===== config.mk =====
export PLATFORM = sky130hd
export DESIGN_NAME = fastcgi_record_deframer
export DESIGN_NICKNAME = d
export VERILOG_FILES = /design/src/rtl/fcgi_pkg.sv /design/src/rtl/fcgi_front.sv /design/src/rtl/fcgi_queue.sv /design/src/rtl/fcgi_back.sv /design/src/rtl/fastcgi_record_deframer.sv
export SDC_FILE = /design/constraint.sdc
export NUM_CORES = 1
export LEC_CHECK = 0
export ABC_AREA = 0
export BUFFER_PORTS_ARGS = -buffer_cell sky130_fd_sc_hd__buf_2
export CAP_MARGIN = 10
export CORE_MARGIN = 2
export CORE_UTILIZATION = 30
export CTS_BUF_LIST = sky130_fd_sc_hd__clkbuf_4 sky130_fd_sc_hd__clkbuf_8
export DETAILED_ROUTE_END_ITERATION = 10
export PLACE_DENSITY_LB_ADDON = 0.1
export SYNTH_ARGS = -nofsm -noshare
export SYNTH_HDL_FRONTEND = slang
export SYNTH_SLANG_ARGS = --single-unit

===== constraint.sdc =====
create_clock -name i_clk -period 4.6 [get_ports i_clk]
set_input_delay 0.46 -clock i_clk [delete_from_list [all_inputs] [get_ports i_clk]]
set_output_delay 0.46 -clock i_clk [all_outputs]
set_load 0.01 [all_outputs]

===== src/rtl/fcgi_pkg.sv =====
// Shared types and constants for the FastCGI record deframer.
// No dependencies; every other file of the block imports this package.
package fcgi_pkg;

    // Header layout
    localparam logic [2:0] HDR_IDX_TYPE   = 3'd1;
    localparam logic [2:0] HDR_IDX_LEN_HI = 3'd4;
    localparam logic [2:0] HDR_IDX_LEN_LO = 3'd5;
    localparam logic [2:0] HDR_IDX_PAD    = 3'd6;
    localparam logic [2:0] HDR_IDX_LAST   = 3'd7;

    // Record types
    localparam logic [7:0] TYPE_END_REQUEST = 8'd3;
    localparam logic [7:0] TYPE_STDOUT      = 8'd6;
    localparam logic [7:0] TYPE_STDERR      = 8'd7;

    // Result channel codes
    localparam logic [1:0] CH_STDOUT = 2'd0;
    localparam logic [1:0] CH_STDERR = 2'd1;
    localparam logic [1:0] CH_END    = 2'd2;

    typedef enum logic [1:0] {
        PH_HEADER = 2'd0,
        PH_BODY   = 2'd1,
        PH_DONE   = 2'd2
    } t_phase;

    typedef struct packed {
        logic [7:0] payload_byte;
        logic [1:0] channel;
    } t_result;

endpackage


===== src/rtl/fcgi_front.sv =====
// Front end: accepts stream bytes, collects record headers, tracks the body
// and classifies each byte into zero or one tagged result. Uses fcgi_pkg.
module fcgi_front (
    input  logic              i_clk,
    input  logic              i_rst_n,
    input  logic              i_accept,
    input  logic [7:0]        i_stream_byte,
    output logic              o_res_valid,
    output fcgi_pkg::t_result o_res
);
    import fcgi_pkg::*;

    t_phase      r_phase, n_phase;
    logic [2:0]  r_hdr_idx, n_hdr_idx;
    logic [7:0]  r_type, n_type;
    logic [15:0] r_content, n_content;
    logic [7:0]  r_padding, n_padding;
    logic [16:0] r_consumed, n_consumed;

    logic [16:0] total;
    logic [16:0] consumed_inc;
    logic        hdr_done;
    logic        is_content;
    logic        body_last;
    logic        is_text;

    // Decode the current record
    assign total        = {1'b0, r_content} + {9'd0, r_padding};
    assign consumed_inc = r_consumed + 17'd1;
    assign hdr_done     = (r_hdr_idx == HDR_IDX_LAST);
    assign is_content   = (r_consumed < {1'b0, r_content});
    assign body_last    = (consumed_inc >= total);
    assign is_text      = (r_type == TYPE_STDOUT) || (r_type == TYPE_STDERR);

    // Next phase
    always_comb begin
        n_phase = r_phase;
        unique case (r_phase)
            PH_HEADER: begin
                if (i_accept && hdr_done) begin
                    if (r_type == TYPE_END_REQUEST) begin
                        n_phase = PH_DONE;
                    end else if (total == 17'd0) begin
                        n_phase = PH_HEADER;
                    end else begin
                        n_phase = PH_BODY;
                    end
                end
            end
            PH_BODY: begin
                if (i_accept && body_last) begin
                    n_phase = PH_HEADER;
                end
            end
            PH_DONE: n_phase = PH_DONE;
            default: n_phase = PH_DONE;
        endcase
    end

    // Result for the byte being accepted
    always_comb begin
        o_res_valid        = 1'b0;
        o_res.payload_byte = i_stream_byte;
        o_res.channel      = CH_STDOUT;
        unique case (r_phase)
            PH_HEADER: begin
                o_res_valid        = i_accept && hdr_done && (r_type == TYPE_END_REQUEST);
                o_res.payload_byte = 8'd0;
                o_res.channel      = CH_END;
            end
            PH_BODY: begin
                o_res_valid   = i_accept && is_content && is_text;
                o_res.channel = (r_type == TYPE_STDOUT) ? CH_STDOUT : CH_STDERR;
            end
            PH_DONE: o_res_valid = 1'b0;
            default: o_res_valid = 1'b0;
        endcase
    end

    // Header capture and body count
    always_comb begin
        n_hdr_idx  = r_hdr_idx;
        n_type     = r_type;
        n_content  = r_content;
        n_padding  = r_padding;
        n_consumed = r_consumed;
        if (i_accept && (r_phase == PH_HEADER)) begin
            case (r_hdr_idx)
                HDR_IDX_TYPE:   n_type = i_stream_byte;
                HDR_IDX_LEN_HI: n_content = {i_stream_byte, r_content[7:0]};
                HDR_IDX_LEN_LO: n_content = {r_content[15:8], i_stream_byte};
                HDR_IDX_PAD:    n_padding = i_stream_byte;
                default:        n_type = r_type;
            endcase
            n_hdr_idx = r_hdr_idx + 3'd1;
            if (hdr_done) begin
                n_consumed = 17'd0;
            end
        end else if (i_accept && (r_phase == PH_BODY)) begin
            if (body_last) begin
                n_consumed = 17'd0;
                n_hdr_idx  = 3'd0;
            end else begin
                n_consumed = consumed_inc;
            end
        end
    end

    always_ff @(posedge i_clk) begin
        if (!i_rst_n) begin
            r_phase    <= PH_HEADER;
            r_hdr_idx  <= 3'd0;
            r_type     <= 8'd0;
            r_content  <= 16'd0;
            r_padding  <= 8'd0;
            r_consumed <= 17'd0;
        end else begin
            r_phase    <= n_phase;
            r_hdr_idx  <= n_hdr_idx;
            r_type     <= n_type;
            r_content  <= n_content;
            r_padding  <= n_padding;
            r_consumed <= n_consumed;
        end
    end

endmodule


===== src/rtl/fcgi_queue.sv =====
// Short result queue between the front end and the output stage.
// Register-array FIFO with a fill count. Uses fcgi_pkg for the entry type.
module fcgi_queue #(
    parameter int DEPTH = 4
) (
    input  logic              i_clk,
    input  logic              i_rst_n,
    input  logic              i_wr,
    input  fcgi_pkg::t_result i_wr_data,
    input  logic              i_rd,
    output fcgi_pkg::t_result o_rd_data,
    output logic              o_full,
    output logic              o_empty
);
    import fcgi_pkg::*;

    localparam int AW = (DEPTH > 1) ? $clog2(DEPTH) : 1;
    localparam int CW = $clog2(DEPTH + 1);
    localparam logic [AW-1:0] LAST_PTR = AW'(DEPTH - 1);
    localparam logic [CW-1:0] FULL_CNT = CW'(DEPTH);

    t_result       r_mem [DEPTH];
    logic [AW-1:0] r_wr_ptr, n_wr_ptr;
    logic [AW-1:0] r_rd_ptr, n_rd_ptr;
    logic [CW-1:0] r_count, n_count;
    logic          do_wr;
    logic          do_rd;

    assign o_full    = (r_count == FULL_CNT);
    assign o_empty   = (r_count == '0);
    assign do_wr     = i_wr && !o_full;
    assign do_rd     = i_rd && !o_empty;
    assign o_rd_data = r_mem[r_rd_ptr];

    // Advance pointers with wrap at the depth
    always_comb begin
        n_wr_ptr = r_wr_ptr;
        n_rd_ptr = r_rd_ptr;
        n_count  = r_count;
        if (do_wr) begin
            n_wr_ptr = (r_wr_ptr == LAST_PTR) ? '0 : r_wr_ptr + AW'(1);
        end
        if (do_rd) begin
            n_rd_ptr = (r_rd_ptr == LAST_PTR) ? '0 : r_rd_ptr + AW'(1);
        end
        if (do_wr && !do_rd) begin
            n_count = r_count + CW'(1);
        end else if (do_rd && !do_wr) begin
            n_count = r_count - CW'(1);
        end
    end

    // Store entries
    always_ff @(posedge i_clk) begin
        if (do_wr) begin
            r_mem[r_wr_ptr] <= i_wr_data;
        end
    end

    always_ff @(posedge i_clk) begin
        if (!i_rst_n) begin
            r_wr_ptr <= '0;
            r_rd_ptr <= '0;
            r_count  <= '0;
        end else begin
            r_wr_ptr <= n_wr_ptr;
            r_rd_ptr <= n_rd_ptr;
            r_count  <= n_count;
        end
    end

endmodule


===== src/rtl/fcgi_back.sv =====
// Output stage: pulls results from the queue into a register and presents
// them on the result ports until popped. Uses fcgi_pkg for the entry type.
module fcgi_back (
    input  logic              i_clk,
    input  logic              i_rst_n,
    input  logic              i_q_empty,
    input  fcgi_pkg::t_result i_q_data,
    output logic              o_q_rd,
    input  logic              i_pop,
    output logic              o_empty,
    output fcgi_pkg::t_result o_res
);
    import fcgi_pkg::*;

    logic    r_valid, n_valid;
    t_result r_res;

    // Refill when the register is free or being popped
    assign o_q_rd  = !i_q_empty && (!r_valid || i_pop);
    assign o_empty = !r_valid;
    assign o_res   = r_res;

    always_comb begin
        n_valid = r_valid;
        if (o_q_rd) begin
            n_valid = 1'b1;
        end else if (i_pop) begin
            n_valid = 1'b0;
        end
    end

    always_ff @(posedge i_clk) begin
        if (!i_rst_n) begin
            r_valid <= 1'b0;
        end else begin
            r_valid <= n_valid;
        end
    end

    // Hold payload until replaced
    always_ff @(posedge i_clk) begin
        if (o_q_rd) begin
            r_res <= i_q_data;
        end
    end

endmodule


===== src/rtl/fastcgi_record_deframer.sv =====
// FastCGI record deframer, top level.
// Splits a server byte stream into records and passes stdout and stderr
// content out tagged with its channel.
//
// Input channel: push i_stream_byte while o_full is low; one byte is taken
// per cycle at full rate. Header bytes, padding and bodies of other record
// types are consumed without a result.
// Result channel: while o_empty is low, o_payload_byte and o_channel show
// the oldest result; raise i_pop to take it. Channel 0 is stdout, 1 is
// stderr, 2 marks the end-request header (payload zero), after which all
// further bytes are consumed silently until reset.
// A result is written into the queue, then moved to the output register
// that drives the ports. Throughput: one byte per cycle while o_full is
// low, set by the header capture and body count compare in the front end.
// When the receiver stalls, results collect in a QUEUE_DEPTH-entry queue
// plus the output register; o_full rises once the queue fills.
// Reset (synchronous, active low) returns to header collection and drops
// every queued result.
module fastcgi_record_deframer #(
    parameter int QUEUE_DEPTH = 4
) (
    input  logic       i_clk,
    input  logic       i_rst_n,
    input  logic       i_push,
    output logic       o_full,
    input  logic [7:0] i_stream_byte,
    output logic       o_empty,
    input  logic       i_pop,
    output logic [7:0] o_payload_byte,
    output logic [1:0] o_channel
);
    import fcgi_pkg::*;

    logic    accept;
    logic    fr_valid;
    t_result fr_res;
    logic    q_full;
    logic    q_empty;
    logic    q_rd;
    t_result q_data;
    t_result out_res;

    assign o_full = q_full;
    assign accept = i_push && !q_full;

    fcgi_front u_front (
        .i_clk         (i_clk),
        .i_rst_n       (i_rst_n),
        .i_accept      (accept),
        .i_stream_byte (i_stream_byte),
        .o_res_valid   (fr_valid),
        .o_res         (fr_res)
    );

    fcgi_queue #(
        .DEPTH (QUEUE_DEPTH)
    ) u_queue (
        .i_clk     (i_clk),
        .i_rst_n   (i_rst_n),
        .i_wr      (fr_valid),
        .i_wr_data (fr_res),
        .i_rd      (q_rd),
        .o_rd_data (q_data),
        .o_full    (q_full),
        .o_empty   (q_empty)
    );

    fcgi_back u_back (
        .i_clk     (i_clk),
        .i_rst_n   (i_rst_n),
        .i_q_empty (q_empty),
        .i_q_data  (q_data),
        .o_q_rd    (q_rd),
        .i_pop     (i_pop),
        .o_empty   (o_empty),
        .o_res     (out_res)
    );

    assign o_payload_byte = out_res.payload_byte;
    assign o_channel      = out_res.channel;

endmodule


== Word level (Yosys, flattened, before mapping) ==
Memories as Yosys holds them, arrays and structs flattened. A register that Yosys moved wholly into a read port is not among the register bits.
Index checks and enable logic that the tools add are counted.

* Output and inout port bits: 12
* Bits in writable memories: 40
* Register bits: 62
* Input bits: 12
* Memories: 1
* Word-level logic and storage cells: 97

* Reductions and logical operators: 34
* Order comparisons: 2
* Equality and inequality tests: 15
* Bitwise operators: 2
* Add/subtract/negate cells: 7
* Multiplexer cells: 25

{| class="wikitable"
|+ Memories
! name !! words !! bits a word !! rd ports !! clocked after memory_dff !! write ports !! line !! RTL
|-
| u_queue.r_mem || 4 || 10 || 1 || 1 || 1 || fcgi_queue.sv:22 || <nowiki>t_result r_mem [DEPTH];</nowiki>
|}

{| class="wikitable"
|+ Operator list
! cell !! count
|-
| 2-to-1 mux 17 bit || 4
|-
| case mux 16 bit (2 select lines) || 1
|-
| adder 16 x 8 -> 17 bit || 1
|-
| adder 17 x 1 -> 17 bit, second input constant || 1
|-
| >= comparator 17 bit || 1
|-
| zero test 17 bit || 1
|-
| < comparator 17 x 16 -> 1 bit || 1
|-
| equality test 8 x 3 -> 1 bit, second input constant || 2
|-
| equality test 3 bit, second input constant || 5
|-
| 2-to-1 mux 3 bit || 5
|-
| logical AND 1 bit || 13
|-
| 2-to-1 mux 2 bit || 5
|-
| AND reduction 2 bit || 5
|-
| equality test 8 x 2 -> 1 bit, second input constant || 1
|-
| 2-to-1 mux 8 bit || 1
|-
| case mux 2 bit (2 select lines) || 2
|-
| nonzero test 2 bit || 4
|-
| adder 3 x 1 -> 3 bit, second input constant || 2
|-
| 2-to-1 mux 1 bit || 6
|-
| inequality test 2 x 1 -> 1 bit, second input constant || 3
|-
| AND reduction 3 bit || 2
|-
| zero test 1 bit || 5
|-
| adder 2 x 1 -> 2 bit, second input constant || 2
|-
| equality test 2 bit, second input constant || 2
|-
| 8 further kinds || 10
|}

== Logic depth before layout (Yosys ltp) ==
* Depth after elaboration: 11
* Depth in mapped cells: 17
* Depth with buffers taken out: 16

== Modules after synthesis ==
Synthesis repeated with hierarchy kept, for this count alone.

* Cell total of the unflattened synthesis: 568
* Area total of the unflattened synthesis: 6288.5 µm²

{| class="wikitable"
|+ Modules (own cells, without submodules)
! module !! seq. area each (µm²) !! cells each !! area each (µm²) !! times used
|-
| fcgi_front || 1081.0 || 449 || 4011.3 || 1
|-
| fcgi_queue || 1381.3 || 103 || 1915.6 || 1
|-
| fcgi_back || 320.3 || 15 || 347.8 || 1
|-
| fastcgi_record_deframer || 0.0 || 1 || 13.8 || 1
|}

== Worst setup path after synthesis ==
OpenSTA, ideal clock, no wires.

* Kind: register to register
* From: register u_front.r_content[4]
* To: register u_front.r_consumed[3]
* Path buffers: 1
* Required time: 4.526 ns
* Path slack: 0.793 ns
* Arrival time: 3.733 ns
* Cell stages (with the launch flop): 18
* Path through: dfxtp_1 > ha_1 > and3_1 > a21oi_1 > a21oi_1 > a21o_1 > nor3b_1 > nand3_1 > xnor2_1 > ha_1 > a21o_1 > a21o_1 > a221oi_1 > o211ai_1 > nor2_1 > clkbuf_1 > nand3_1 > a31oi_1

* Word-level cells in the longest chain between the ends: 5

{| class="wikitable"
|+ RTL lines
! what !! line !! RTL
|-
| start: declaration || fcgi_front.sv:16 || <nowiki>logic [15:0] r_content, n_content;</nowiki>
|-
| start signal: assignment || fcgi_front.sv:121 || <nowiki>r_content <= n_content;</nowiki>
|-
| adder 16 x 8 -> 17 bit || fcgi_front.sv:28 || <nowiki>assign total = {1'b0, r_content} + {9'd0, r_padding};</nowiki>
|-
| >= comparator 17 bit || fcgi_front.sv:32 || <nowiki>assign body_last = (consumed_inc >= total);</nowiki>
|-
| 2-to-1 mux 17 bit || fcgi_front.sv:100 || <nowiki>if (body_last) begin</nowiki>
|-
| 2-to-1 mux 17 bit || fcgi_front.sv:99 || <nowiki>end else if (i_accept && (r_phase == PH_BODY)) begin</nowiki>
|-
| 2-to-1 mux 17 bit || fcgi_front.sv:87 || <nowiki>if (i_accept && (r_phase == PH_HEADER)) begin</nowiki>
|-
| end signal: assignment || fcgi_front.sv:123 || <nowiki>r_consumed <= n_consumed;</nowiki>
|-
| end: declaration || fcgi_front.sv:18 || <nowiki>logic [16:0] r_consumed, n_consumed;</nowiki>
|}

No other way between the ends. The select of a mux whose other input is x is not followed.
A chain may end at the register's enable or synchronous reset.

== Final worst setup path ==
* From: register u_front.r_content[4]
* To: register u_front.r_hdr_idx[1]

* Word-level cells in the longest chain between the ends: 4

{| class="wikitable"
|+ RTL lines
! what !! line !! RTL
|-
| adder 16 x 8 -> 17 bit || fcgi_front.sv:28 ||
|-
| >= comparator 17 bit || fcgi_front.sv:32 ||
|-
| nonzero test 2 bit (no line) || -- ||
|-
| AND reduction 2 bit (no line) || -- ||
|-
| end signal: assignment || fcgi_front.sv:119 || <nowiki>r_hdr_idx <= n_hdr_idx;</nowiki>
|-
| end: declaration || fcgi_front.sv:14 || <nowiki>logic [2:0] r_hdr_idx, n_hdr_idx;</nowiki>
|}

No other way between the ends.

==> results.md <==
* Final worst-path cycle share at 0.877
* Final WS setup at around 0.56 ns
* Area of the die at 0.0217 mm^2
* Synth Register Bits at 112
* Rows at 52
* Number of global-route vias before repair at 4405
* Tightest Hold Check Type: in2reg
* Via count at 4300
* Share of layout cells above drive strength 1 at 0.105
* Pleak at 2.66 nW
* GRT overflow at 0
* Syn Nets at between 600 and 700
* CTS Sinks at 112
* CTS Buf Count at 9
* Die height at approximately 150 um
* Crit Path Class: reg2reg
* Post-Synthesis Cells at between 500 and 600
* Pwr/cell area at 320 mW/mm^2
* Critical path data arrival time at approximately 4.4 ns
* Worst Path Max Fanout at 22
* Pin count of the biggest net entering global routing at 59
* Tot Pwr at roughly 2.2 mW
* DR pass1 iterations at 4
* Antenna viol nets, final at 0
* Top post-synthesis cells by area: edfxtp_1 24%, dfxtp_1 20%, ha_1 11%, mux2i_1 5.7%, nor2_1 4.0%
* GRT Util Overall at 0.142
* Syn-to-layout area delta at 10.2%
* FF-to-FF path depth at 17
* Fin crit period at 4.04 ns
* RePlAce Congestion at 0.847
* Die Span X at 147 um
* Seq/Total Area, Yosys at 0.446
* Setup violations, final at 0
* Status: completed
* Hold buffer count at CTS at 0
* Final Hold Violating Endpoints at 0
* Synth warn at 0
* RSZ-0062 raised after global routing: no
* Most Frequent Cell on Critical Path: a21o_1
* Synth cell count leaders: 65 x nor2_1, 62 x dfxtp_1, 52 x ha_1
* Clk pin slew, worst setup/hold paths at 0.12 ns
* Clk_lat worst skew at 0.41 ns
* WP depth at 17
* Slew @ Worst Pin at around 0.83 ns
* Initial antenna violation count at 0
* Area of the multi-input gates at between 0.003 and 0.004 mm^2
* Core region area at 0.0202 mm^2
* Post-CTS sizing at 0
* CP endpoint kind: flip-flop
* Clock Skew at 0.0191 ns
* Mapped Area at 0.00615 mm^2
* Placement Cell Area at 0.00657 mm^2
* WL/cell at around 16 um
* WP data required at between 4 and 5 ns
* Post-Route Utilization at 0.336
* DRT iter0 DRCs at 188
* Cell taking the most area after synthesis: edfxtp_1
* Final TNS setup at 0 ns
* Top cell type's share of synthesized area at 0.244
* Crit path max-delay family: compound AO/OA/AOI/OAI gates
* I/O pin total at 24
* Number of enable flip-flop cells after synthesis at 50
* CP max stage cell: nor3b_1
* CTS tree: yes
* Global-route wire length before repair at between 20 and 25 mm
* Sequential cell area at roughly 0.0027 mm^2
* Startpoint types: flip-flop
* Sequence of cells on the critical path: ha_1, and3_1, a21oi_1, a21oi_1, a21o_1, nor3b_1, nand3_1, xnor2_1, ha_1, a21o_1, a21o_1, a221oi_1, o211ai_1, nor2_1, buf_4, nor3_1, o31ai_1
* Mean post-synth cell area at 10.3 um^2
* Starting density of the core at 0.305
* Max Cap Violations at 0
* Clk buf depth at 2
* Vias/cell at 4.83
* Postcts setup bufs at 0
* Clock root buffer: clkbuf_8
* Nets@finish at 682
* DPL Wire Length at about 11 mm
* DRC at 0
* Async SR Flop Fraction at 0
* VDD IR max at 0.129 mV
* Post-Place Worst Slack at 0.594 ns
* Slew HR at 0.449
* Max Freq at 248 MHz
* Design area at 0.00677 mm^2
* Ys flop type: dfxtp_1
* Most common cell in the synthesized netlist: nor2_1
* Cells on Worst Hold Path at 4
* Final wirelength at ~15 mm
* Slowest Stage Delay on Critical Path at 0.44 ns
* Port Buffer Count at 23
* CP Buf/Inv Count at 1
* H-tree levels at 3
* Fillers at about 2100
* ANT cells at 0
* Netlist cell types at between 50 and 60
* Max-slew violations at 0
-- worst register-to-register path, cell delays in order, from the launching register on --
cell	delay (ns)
dfxtp_1	0.34
ha_1	0.40
and3_1	0.24
a21oi_1	0.08
a21oi_1	0.26
a21o_1	0.21
nor3b_1	0.45
nand3_1	0.17
xnor2_1	0.16
ha_1	0.19
a21o_1	0.17
a21o_1	0.17
a221oi_1	0.28
o211ai_1	0.15
nor2_1	0.11
buf_4	0.27
nor3_1	0.11
o31ai_1	0.21
-- final timing paths --
| check | start | end | slack [ns] |
|---|---|---|---|
| setup reg to reg | u_front.r_content[4] | u_front.r_hdr_idx[1] | 0.56 |
| hold reg to reg | u_back.r_valid | u_back.r_valid | 0.48 |
| setup / recovery | u_front.r_content[4] | u_front.r_hdr_idx[1] | 0.56 |
| hold / removal | i_pop | u_back.r_valid | 0.32 |
-- routing by layer --
| layer | up-vias | global-route usage | part of all wire |
|---|---|---|---|
| met2 | 36 | 0.255 | 0.51 |
| met1 | 2062 | 0.173 | 0.46 |
| li1 | 2189 | - | - |
| met3 | 13 | 0.0261 | 0.019 |
| met5 | - | 0 | 0 |
| met4 | 0 | 0.0428 | 0.014 |
-- sequential cells by signal (all words and copies together), names as in the netlist --
name and cells:
u_back.o_res 10, u_back.r_valid 1, u_front.r_consumed 17, u_front.r_content 16
u_front.r_hdr_idx 3, u_front.r_padding 8, u_front.r_phase 2, u_front.r_type 8
u_queue.r_count 3, u_queue.r_mem 40, u_queue.r_rd_ptr 2, u_queue.r_wr_ptr 2
-- cell families after synthesis --
kind of cell	share of synthesized area
xor+xnor	0.0482
mux	0.0936
simple gates	0.164
fa+ha+maj	0.112
buf+inv	0.0332
flops	0.446
compound gates	0.103
-- layout make-up --
class | instances | area share
Timing Repair Buffer | 32 | 0.0270
Multi-Input combinational cell | 433 | 0.473
Sequential cell | 112 | 0.405
Clock inverter | 7 | 0.0116
Inverter | 28 | 0.0155
Clock buffer | 9 | 0.0183
Tap cell | 270 | 0.0499
-- placed cells by master, fill, tap and decap left out, drive strengths merged, types with 5 or more instances in the layout --
cell type,netlist,routed
a32oi,5,5
edfxtp,50,50
a211oi,5,5
nor2b,17,17
a21o,11,11
a21oi,28,28
mux2i,35,35
xnor2,18,18
and3,10,10
nand2,44,44
mux4,10,10
nor2,65,65
inv,28,34
a31oi,7,7
o31ai,6,6
buf,6,32
o21ai,17,17
nor3,12,12
and2,6,6
nor3b,5,5
clkbuf,19,9
ha,52,52
dfxtp,62,62
xor2,15,15
nand3,26,26
-- power breakdown --
group | switching, mW | internal [mW]
sequential | 0.0675 | 1.13
combinational | 0.180 | 0.163
clock | 0.407 | 0.224
-- stage by stage --
| stage | instances | hold slack (ns) |
|---|---|---|
| global placement | 875 | 0.460 |
| global route | 891 | 0.310 |
| floorplan | 598 | 0.445 |
| CTS | 891 | 0.288 |
| detailed placement | 875 | 0.467 |
| finish | 891 | 0.317 |
Note: power is estimated with default switching activity, not from simulation.
